$ cat src/sv/rppm_pkg.sv
package rppm_pkg;

  localparam int unsigned LEVEL_W = 8;
  localparam int unsigned COUNT_W = 23;
  localparam int unsigned RATIO_W = 17;
  localparam int unsigned EXP_W   = 2;
  localparam int unsigned CFG_IDX_W  = 2;
  localparam int unsigned CFG_DATA_W = 23;
  localparam int unsigned FRAC_W  = 16;
  localparam int unsigned PROD_W  = RATIO_W + COUNT_W;

  localparam int unsigned MAX_PIXELS = 4194304;
  localparam logic [COUNT_W-1:0] CNT_LIMIT =
    (MAX_PIXELS < 8388607) ? COUNT_W'(MAX_PIXELS) : COUNT_W'(8388607);

  localparam logic [CFG_IDX_W-1:0] CFG_MIN_CONTRAST    = 2'd0;
  localparam logic [CFG_IDX_W-1:0] CFG_MIN_MASK_PIXELS = 2'd1;
  localparam logic [CFG_IDX_W-1:0] CFG_REQUIRED_RATIO  = 2'd2;

  localparam logic [LEVEL_W-1:0] RST_MIN_CONTRAST    = 8'd16;
  localparam logic [COUNT_W-1:0] RST_MIN_MASK_PIXELS = 23'd1;
  localparam logic [RATIO_W-1:0] RST_REQUIRED_RATIO  = 17'd52429;

  localparam logic [EXP_W-1:0] EXP_BLACK = 2'd0;
  localparam logic [EXP_W-1:0] EXP_WHITE = 2'd1;

  typedef struct packed {
    logic in_mask;
    logic matched;
  } pix_class_t;

endpackage

$ cat src/sv/rppm_classify.sv
module rppm_classify (
  input  logic [rppm_pkg::LEVEL_W-1:0] black_level,
  input  logic [rppm_pkg::LEVEL_W-1:0] white_level,
  input  logic [rppm_pkg::LEVEL_W-1:0] frame_level,
  input  logic [rppm_pkg::EXP_W-1:0]   expected_state,
  input  logic [rppm_pkg::LEVEL_W-1:0] min_contrast,
  output rppm_pkg::pix_class_t         result
);
  import rppm_pkg::*;

  logic                 white_above;
  logic [LEVEL_W-1:0]   diff;
  logic [LEVEL_W:0]     twice;
  logic [LEVEL_W:0]     sum;
  logic                 is_white;

  always_comb begin
    white_above = white_level > black_level;
    diff = white_above ? (white_level - black_level) : (black_level - white_level);
    twice = {frame_level, 1'b0};
    sum = {1'b0, black_level} + {1'b0, white_level};
    is_white = white_above ? (twice > sum) : (twice < sum);
    result.in_mask = diff >= min_contrast;
    result.matched = result.in_mask &&
                     (((expected_state == EXP_WHITE) && is_white) ||
                      ((expected_state == EXP_BLACK) && !is_white));
  end

endmodule

$ cat src/sv/reference_pattern_pixel_matcher.sv
// Channel  | Direction | Handshake          | Payload
// pixel    | in        | in_valid/in_ready  | black/white/frame level, expected, last
// result   | out       | out_valid/out_ready| model_valid, counts, frame_matches
// config   | in        | cfg_we             | cfg_index, cfg_data
// One pixel is taken every cycle while the pipeline is not stalled.
// The last pixel's result passes through the pixel register, the count register
// and the product register to the output register.
// A stalled result holds each stage that has a result waiting behind it.
// Reset is synchronous; it clears the counters and valid flags and resets the config.
module reference_pattern_pixel_matcher (
  input  logic                             clk,
  input  logic                             rst,
  input  logic                             in_valid,
  output logic                             in_ready,
  input  logic [rppm_pkg::LEVEL_W-1:0]     black_level,
  input  logic [rppm_pkg::LEVEL_W-1:0]     white_level,
  input  logic [rppm_pkg::LEVEL_W-1:0]     frame_level,
  input  logic [rppm_pkg::EXP_W-1:0]       expected_state,
  input  logic                             last_pixel,
  output logic                             out_valid,
  input  logic                             out_ready,
  output logic                             model_valid,
  output logic [rppm_pkg::COUNT_W-1:0]     mask_count,
  output logic [rppm_pkg::COUNT_W-1:0]     matched_count,
  output logic                             frame_matches,
  input  logic                             cfg_we,
  input  logic [rppm_pkg::CFG_IDX_W-1:0]   cfg_index,
  input  logic [rppm_pkg::CFG_DATA_W-1:0]  cfg_data
);
  import rppm_pkg::*;

  logic [LEVEL_W-1:0] min_contrast;
  logic [COUNT_W-1:0] min_mask_pixels;
  logic [RATIO_W-1:0] required_ratio_q16;

  logic               a_valid;
  logic [LEVEL_W-1:0] a_black;
  logic [LEVEL_W-1:0] a_white;
  logic [LEVEL_W-1:0] a_frame;
  logic [EXP_W-1:0]   a_expected;
  logic               a_last;

  logic [COUNT_W-1:0] mask_counter;
  logic [COUNT_W-1:0] match_counter;
  logic [COUNT_W-1:0] mask_counter_next;
  logic [COUNT_W-1:0] match_counter_next;

  logic               b_valid;
  logic [COUNT_W-1:0] b_mask;
  logic [COUNT_W-1:0] b_match;

  logic               c_valid;
  logic [COUNT_W-1:0] c_mask;
  logic [COUNT_W-1:0] c_match;
  logic [PROD_W-1:0]  c_rhs;
  logic               c_model_valid;

  logic               a_go;
  logic               b_go;
  logic               c_go;
  logic               b_open;
  logic               c_open;
  logic               out_open;
  pix_class_t         pix;

  function automatic logic [COUNT_W-1:0] sat_inc(input logic [COUNT_W-1:0] v);
    return (v < CNT_LIMIT) ? v + COUNT_W'(1) : CNT_LIMIT;
  endfunction

  rppm_classify u_classify (
    .black_level    (a_black),
    .white_level    (a_white),
    .frame_level    (a_frame),
    .expected_state (a_expected),
    .min_contrast   (min_contrast),
    .result         (pix)
  );

  always_comb begin
    out_open = !out_valid || out_ready;
    c_go     = c_valid && out_open;
    c_open   = !c_valid || c_go;
    b_go     = b_valid && c_open;
    b_open   = !b_valid || b_go;
    a_go     = a_valid && (!a_last || b_open);
    in_ready = !a_valid || a_go;
    mask_counter_next  = pix.in_mask ? sat_inc(mask_counter) : mask_counter;
    match_counter_next = pix.matched ? sat_inc(match_counter) : match_counter;
  end

  always_ff @(posedge clk) begin
    if (rst) begin
      min_contrast       <= RST_MIN_CONTRAST;
      min_mask_pixels    <= RST_MIN_MASK_PIXELS;
      required_ratio_q16 <= RST_REQUIRED_RATIO;
      a_valid            <= 1'b0;
      b_valid            <= 1'b0;
      c_valid            <= 1'b0;
      out_valid          <= 1'b0;
      mask_counter       <= '0;
      match_counter      <= '0;
    end else begin
      if (cfg_we) begin
        unique case (cfg_index)
          CFG_MIN_CONTRAST:    min_contrast       <= cfg_data[LEVEL_W-1:0];
          CFG_MIN_MASK_PIXELS: min_mask_pixels    <= cfg_data[COUNT_W-1:0];
          CFG_REQUIRED_RATIO:  required_ratio_q16 <= cfg_data[RATIO_W-1:0];
          default: ;
        endcase
      end
      if (in_ready) begin
        a_valid <= in_valid;
      end
      if (a_go) begin
        if (a_last) begin
          mask_counter  <= '0;
          match_counter <= '0;
        end else begin
          mask_counter  <= mask_counter_next;
          match_counter <= match_counter_next;
        end
      end
      if (b_open) begin
        b_valid <= a_go && a_last;
      end
      if (c_open) begin
        c_valid <= b_go;
      end
      if (out_open) begin
        out_valid <= c_go;
      end
    end
  end

  always_ff @(posedge clk) begin
    if (in_ready) begin
      a_black    <= black_level;
      a_white    <= white_level;
      a_frame    <= frame_level;
      a_expected <= expected_state;
      a_last     <= last_pixel;
    end
    if (b_open) begin
      b_mask  <= mask_counter_next;
      b_match <= match_counter_next;
    end
    if (c_open) begin
      c_mask        <= b_mask;
      c_match       <= b_match;
      c_rhs         <= PROD_W'(required_ratio_q16) * PROD_W'(b_mask);
      c_model_valid <= (min_contrast != '0) && (b_mask != '0) && (b_mask >= min_mask_pixels);
    end
    if (out_open) begin
      model_valid   <= c_model_valid;
      mask_count    <= c_mask;
      matched_count <= c_match;
      frame_matches <= c_model_valid &&
                       ({{(PROD_W-COUNT_W-FRAC_W){1'b0}}, c_match, {FRAC_W{1'b0}}} >= c_rhs);
    end
  end

endmodule

$ cat config.mk
export PLATFORM = sky130hd
export DESIGN_NAME = reference_pattern_pixel_matcher
export DESIGN_NICKNAME = d
export VERILOG_FILES = /design/src/sv/rppm_pkg.sv /design/src/sv/rppm_classify.sv /design/src/sv/reference_pattern_pixel_matcher.sv
export SDC_FILE = /design/constraint.sdc
export NUM_CORES = 1
export LEC_CHECK = 0
export BUFFER_PORTS_ARGS = -buffer_cell sky130_fd_sc_hd__buf_2
export CORE_MARGIN = 3
export CORE_UTILIZATION = 30
export CTS_BUF_LIST = sky130_fd_sc_hd__clkbuf_8 sky130_fd_sc_hd__clkbuf_16
export DETAILED_ROUTE_END_ITERATION = 12
export PLACE_DENSITY_LB_ADDON = 0.12
export SETUP_SLACK_MARGIN = 0.4
export SYNTH_ARGS = -nofsm -noshare
export SYNTH_HDL_FRONTEND = slang
export SYNTH_SLANG_ARGS = --single-unit
$ cat constraint.sdc
create_clock -name clk -period 14.4 [get_ports clk]
set_input_delay 2.88 -clock clk [delete_from_list [all_inputs] [get_ports clk]]
set_output_delay 2.88 -clock clk [all_outputs]
set_load 0.02 [all_outputs]
Word-level counts from Yosys, hierarchy flattened:

Cells that the tools add are included.

* logic and storage cells: 78
* RAM bits: 0
* ROM bits: 0
* bits in registers: 306
* bits in latches: 0
* memories: 0
* input bits: 57

* equality and inequality tests: 3
* order comparisons: 8
* reduce and logical (&&, ||, !) cells: 29
* bitwise logic cells: 0
* multiplexer cells: 8
* div/mod/pow operators: 0
* shift operators: 0
* $mul: 1
* $add $sub $neg: 5

Operators with widths (count)
* $mux 23: 6
* $add 23x1->23 const B: 2
* $lt 23x23->1 const B: 2
* $ge 39x40->1: 1
* $mul 17x23->40: 1
* $ge 23x23->1: 1
* $reduce_bool 23->1: 1
* $sub 8x8->8: 2
* $logic_and 1x1->1: 10
* $add 8x8->9: 1
* $gt 9x9->1: 1
* $lt 9x9->1: 1
* $ge 8x8->1: 1
* $gt 8x8->1: 1
* $mux 8: 1
* $reduce_bool 8->1: 1
* $logic_not 1->1: 6
* $logic_or 1x1->1: 6
* $reduce_and 2->1: 3
* $eq 2x1->1 const B: 2
* $logic_not 2->1: 2
* $eq 2x2->1 const B: 1
* $mux 1: 1

Depth between registers and ports, before layout:

* depth after elaboration: 9
* depth in mapped cells: 24
* depth with buffers taken out: 22

Hierarchy:

From an unflattened synthesis, not the netlist that was laid out.

* cells, all modules: 2674
* area total of the unflattened synthesis: 26355.3 µm²

Modules (own cells, without submodules)
* reference_pattern_pixel_matcher: area an instance 24981.5 µm², instances 1, cells each 2501
* rppm_classify: area an instance 1373.8 µm², instances 1, cells each 173

Least setup slack after synthesis:

No wires, ideal clock.

* path type: input -> output
* start point: input port out_ready
* end point: output port in_ready
* setup slack: 7413 ps
* required time: 11520 ps
* stages: 3
* data arrival time: 4107 ps
* path through: nor2b_1 and3_1 nand3_1

* cells in the longest elaborated chain, start to end: 8

Ends and longest elaborated chain
* start: declaration: line reference_pattern_pixel_matcher.sv:21 `input logic out_ready,`
* $logic_or 1x1->1: line reference_pattern_pixel_matcher.sv:80 `out_open = !out_valid || out_ready;`
* $logic_and 1x1->1: line reference_pattern_pixel_matcher.sv:81 `c_go = c_valid && out_open;`
* $logic_or 1x1->1: line reference_pattern_pixel_matcher.sv:82 `c_open = !c_valid || c_go;`
* $logic_and 1x1->1: line reference_pattern_pixel_matcher.sv:83 `b_go = b_valid && c_open;`
* $logic_or 1x1->1: line reference_pattern_pixel_matcher.sv:84 `b_open = !b_valid || b_go;`
* $logic_or 1x1->1: line reference_pattern_pixel_matcher.sv:85 `a_go = a_valid && (!a_last || b_open);`
* $logic_and 1x1->1: line reference_pattern_pixel_matcher.sv:85
* $logic_or 1x1->1: line reference_pattern_pixel_matcher.sv:86 `in_ready = !a_valid || a_go;`
* end: declaration: line reference_pattern_pixel_matcher.sv:14 `output logic in_ready,`

No other way between the ends.

Worst setup path after layout:

* start point: register b_mask[2]
* end point: register c_rhs[39], data pin

* cells in the longest elaborated chain, start to end: 1

Ends and longest elaborated chain
* start: declaration: line reference_pattern_pixel_matcher.sv:49 `logic [COUNT_W-1:0] b_mask;`
* start signal: assignment: line reference_pattern_pixel_matcher.sv:144 `b_mask <= mask_counter_next;`
* $mul 17x23->40: line reference_pattern_pixel_matcher.sv:150 `c_rhs <= PROD_W'(required_ratio_q16) * PROD_W'(b_mask);`
* end signal: assignment: line reference_pattern_pixel_matcher.sv:150
* end: declaration: line reference_pattern_pixel_matcher.sv:55 `logic [PROD_W-1:0] c_rhs;`

No other way between the ends.
A chain may end at the register's enable or synchronous reset.

==> key figures <==
Outcome
  – Status: finished, final reports clean

Clocking
  – # resized after CTS: 0
  – CTS tree: built
  – H-tree depth: 2
  – CTS clock-pin slew for the worst setup and hold paths: 0.07 ns
  – Post-CTS Setup Repair Bufs: 0
  – Root Driver: clkbuf_16
  – CTS max path bufs: 3
  – Clk Latency, worst-skew pair: 0.57 ns
  – Clock sinks: 306
  – TritonCTS Buffers: 37
  – Cts hold-fix bufs: 0

Critical path
  – Startpoint types: register
  – Worst Path Required: 14.68 ns
  – CP top delay family: adder cells
  – R2r startpoint: b_mask[2]
  – Critical path class: reg2reg
  – CP Cell Sequence: nand2_1 > fa_1 > fa_1 > inv_1 > fa_1 > fa_1 > fa_1 > fa_1 > ha_1 > a21o_1 > a311oi_1 > o21ai_0 > and2_1 > nor3_1 > o21ai_0 > a2111oi_0 > nor3b_1
  – CP most frequent cell: fa_1
  – Crit end category: register
  – Worst setup startpoint: b_mask[2]
  – CP max-delay cell: edfxtp_1
  – Worst path bufs/invs: 1
  – CP Max Fanout: 20
  – Crit path DAT: 7.81 ns
  – Max stage delay on crit path: 1.10 ns

Die
  – Core area: 88600 µm²
  – Boundary Pins: 107
  – FP Rows: 109
  – Die area: 93200 µm²
  – Starting Density: 30.3%
  – Die H: 305 µm
  – Die X: 305 µm

STA
  – Final period util: 52.3%
  – Max Fclk: 133 MHz
  – Tmin final: 7.53 ns
  – Fin Setup TNS: 0 ns
  – Fin. max-slew vios: 0
  – RSZ-0062 raised after global routing: false
  – Worst-margin pin slew: 1.19 ns
  – Max-slew headroom: 20.7%
  – PnR worst setup slack: 6.87 ns
  – Final Skew: 0.0272 ns
  – WHS: 0.403 ns
  – Final setup viols: 0
  – Final hold violations: 0

Power
  – PD cells: 76.8 nW/µm²
  – Leak: 13.8 nW
  – Overall power: 2.29 mW
  – Worst vdd ir: 0.0773 mV

Routing
  – Via Count: 19700
  – WL final: 79800 µm
  – Initial DRC Count: 1164
  – Drt first pass iters: 5
  – Post-route antenna net violation count: 0
  – Vias per cell: 4.86
  – Mean routed wirelength per cell: 19.7 µm
  – Residual DRC: 0

Logic synthesis
  – Post-synth ARST share: 0%
  – Syn Area/Cell: 9.56 µm²
  – Syn Nets: 3386
  – Sequential share of the synthesized area: 30.5%
  – Number of flops mapped to enable cells by yosys: 208
  – Distinct cells, synth: 78
  – Syn Std Cell Area: 26900 µm²
  – Gate Count Post-Synth: 2811
  – FF+latch count, synth: 306
  – Synth warnings: 0
  – Synth Flop Type: edfxtp_1

Final layout
  – Util after Layout: 33.6%
  – Register area: 8210 µm²
  – Layout cells sized above 1: 7.78%
  – Multi-input logic area: 16300 µm²
  – Area Overhead vs Synth: 10.7%
  – Nets@finish: 3426
  – Fillers: 9126

Global route
  – Largest net degree at the start of global routing: 76
  – GR peak layer: met2
  – Global-route wire length before repair: 124000 µm
  – Met2 usage: 28.3%
  – Met1 usage: 23.6%
  – Final global-route overflow total: 0
  – Initial antenna violation count: 7
  – Met3 Track Usage GR: 2.35%
  – All-Layer GR Usage: 17.1%
  – Vias in the first global route: 20600

Placement
  – Port Buffer Count: 106
  – Gpl congestion: 0.834
  – Pre-CTS setup slack: 6.85 ns
  – Detailed Place HPWL: 59400 µm

Flow run
  – Max-Cap Viols: 0

Hold path
  – Hold Crit Class: reg2reg
  – Worst Min Path Start: b_match[8]
[synth_stat cells, types with 54 or more instances]
cell        n  area (µm²)
o21ai_0    71         355
nand2_1   417        1570
fa_1      317        6350
a21oi_1   129         646
edfxtp_1  208        6250
nor2_1    103         387
nand3_1    54         270
and2_1    168        1050
clkbuf_1  122         458
dfxtp_1    98        1960
inv_1     487        1830
ha_1      201        2510
[kinds of logic (layout without fill, tap and decap cells)]
| kind of cell | after synthesis | after routing | share of synthesized area, % |
|---|---|---|---|
| AOI/OAI and AO/OA | 392 | 392 | 9.42 |
| xor gates and xnor gates | 44 | 44 | 1.43 |
| adders and majority gates | 518 | 518 | 33.0 |
| buffers and inverters | 623 | 692 | 8.79 |
| DFF | 306 | 306 | 30.5 |
| muxes | 13 | 13 | 0.503 |
| other | 0 | 1 | 0 |
| and+or+nand+nor | 915 | 915 | 16.4 |
[registers in the layout (all words and copies together) (netlist names), 2 cells and up]
register	count
a_black	8
a_expected	2
a_frame	8
a_white	8
b_mask	23
b_match	23
c_mask	23
c_match	23
c_rhs	40
mask_count	23
mask_counter	23
match_counter	23
matched_count	23
min_contrast	8
min_mask_pixels	23
required_ratio_q16	17
[area by class of cell]
type                            count  area share (%)
Tap cell                         1165            4.90
Inverter                          487            6.14
Antenna cell                        1         0.00841
Multi-Input combinational cell   1882            54.9
Sequential cell                   306            27.6
Clock inverter                     29           0.706
Timing Repair Buffer              137            2.56
Clock buffer                       39            3.24
[where the power goes]
| part | internal [mW] | switching [mW] | leakage (nW) |
|---|---|---|---|
| sequential | 0.975 | 0.0437 | 3.28 |
| clock | 0.510 | 0.407 | 0.606 |
| combinational | 0.127 | 0.222 | 9.87 |
| total | 1.61 | 0.673 | 13.8 |
[layout by cell type (no fill, tap or decap), types with 21 or more instances in the layout]
| cell type | instances |
|---|---|
| nor4_1 | 21 |
| inv_1 | 494 |
| nand4_1 | 25 |
| xnor2_1 | 33 |
| fa_1 | 317 |
| o21ai_0 | 71 |
| nor3_1 | 31 |
| nor2_1 | 103 |
| nand2_1 | 416 |
| a21o_1 | 35 |
| nor2b_1 | 24 |
| and2_1 | 168 |
| buf_2 | 106 |
| nand3_1 | 54 |
| buf_4 | 31 |
| dfxtp_1 | 98 |
| edfxtp_1 | 208 |
| a21oi_1 | 129 |
| ha_1 | 201 |
| clkbuf_16 | 38 |
[metal layers]
metal	wire, µm	vias up
met1	36600	9947
met2	37400	434
met5	13	-
li1	-	9180
met4	2120	2
met3	3650	103
[through the flow]
step,cell area [µm²],cells
after global routing,29800,4045
after global placement,28600,3977
after CTS,29800,4045
after detailed placement,28600,3977
after floorplan,26900,2811
final,29800,4046
[final timing paths]
kind	to	cells after the start	slack, ns
worst max-delay path	c_rhs[39]	17	6.87
worst min-delay path	c_match[8]	0	0.40
worst max register to register	c_rhs[39]	17	6.87
worst min register to register	c_match[8]	0	0.40
(Power assumes the default switching activity.)
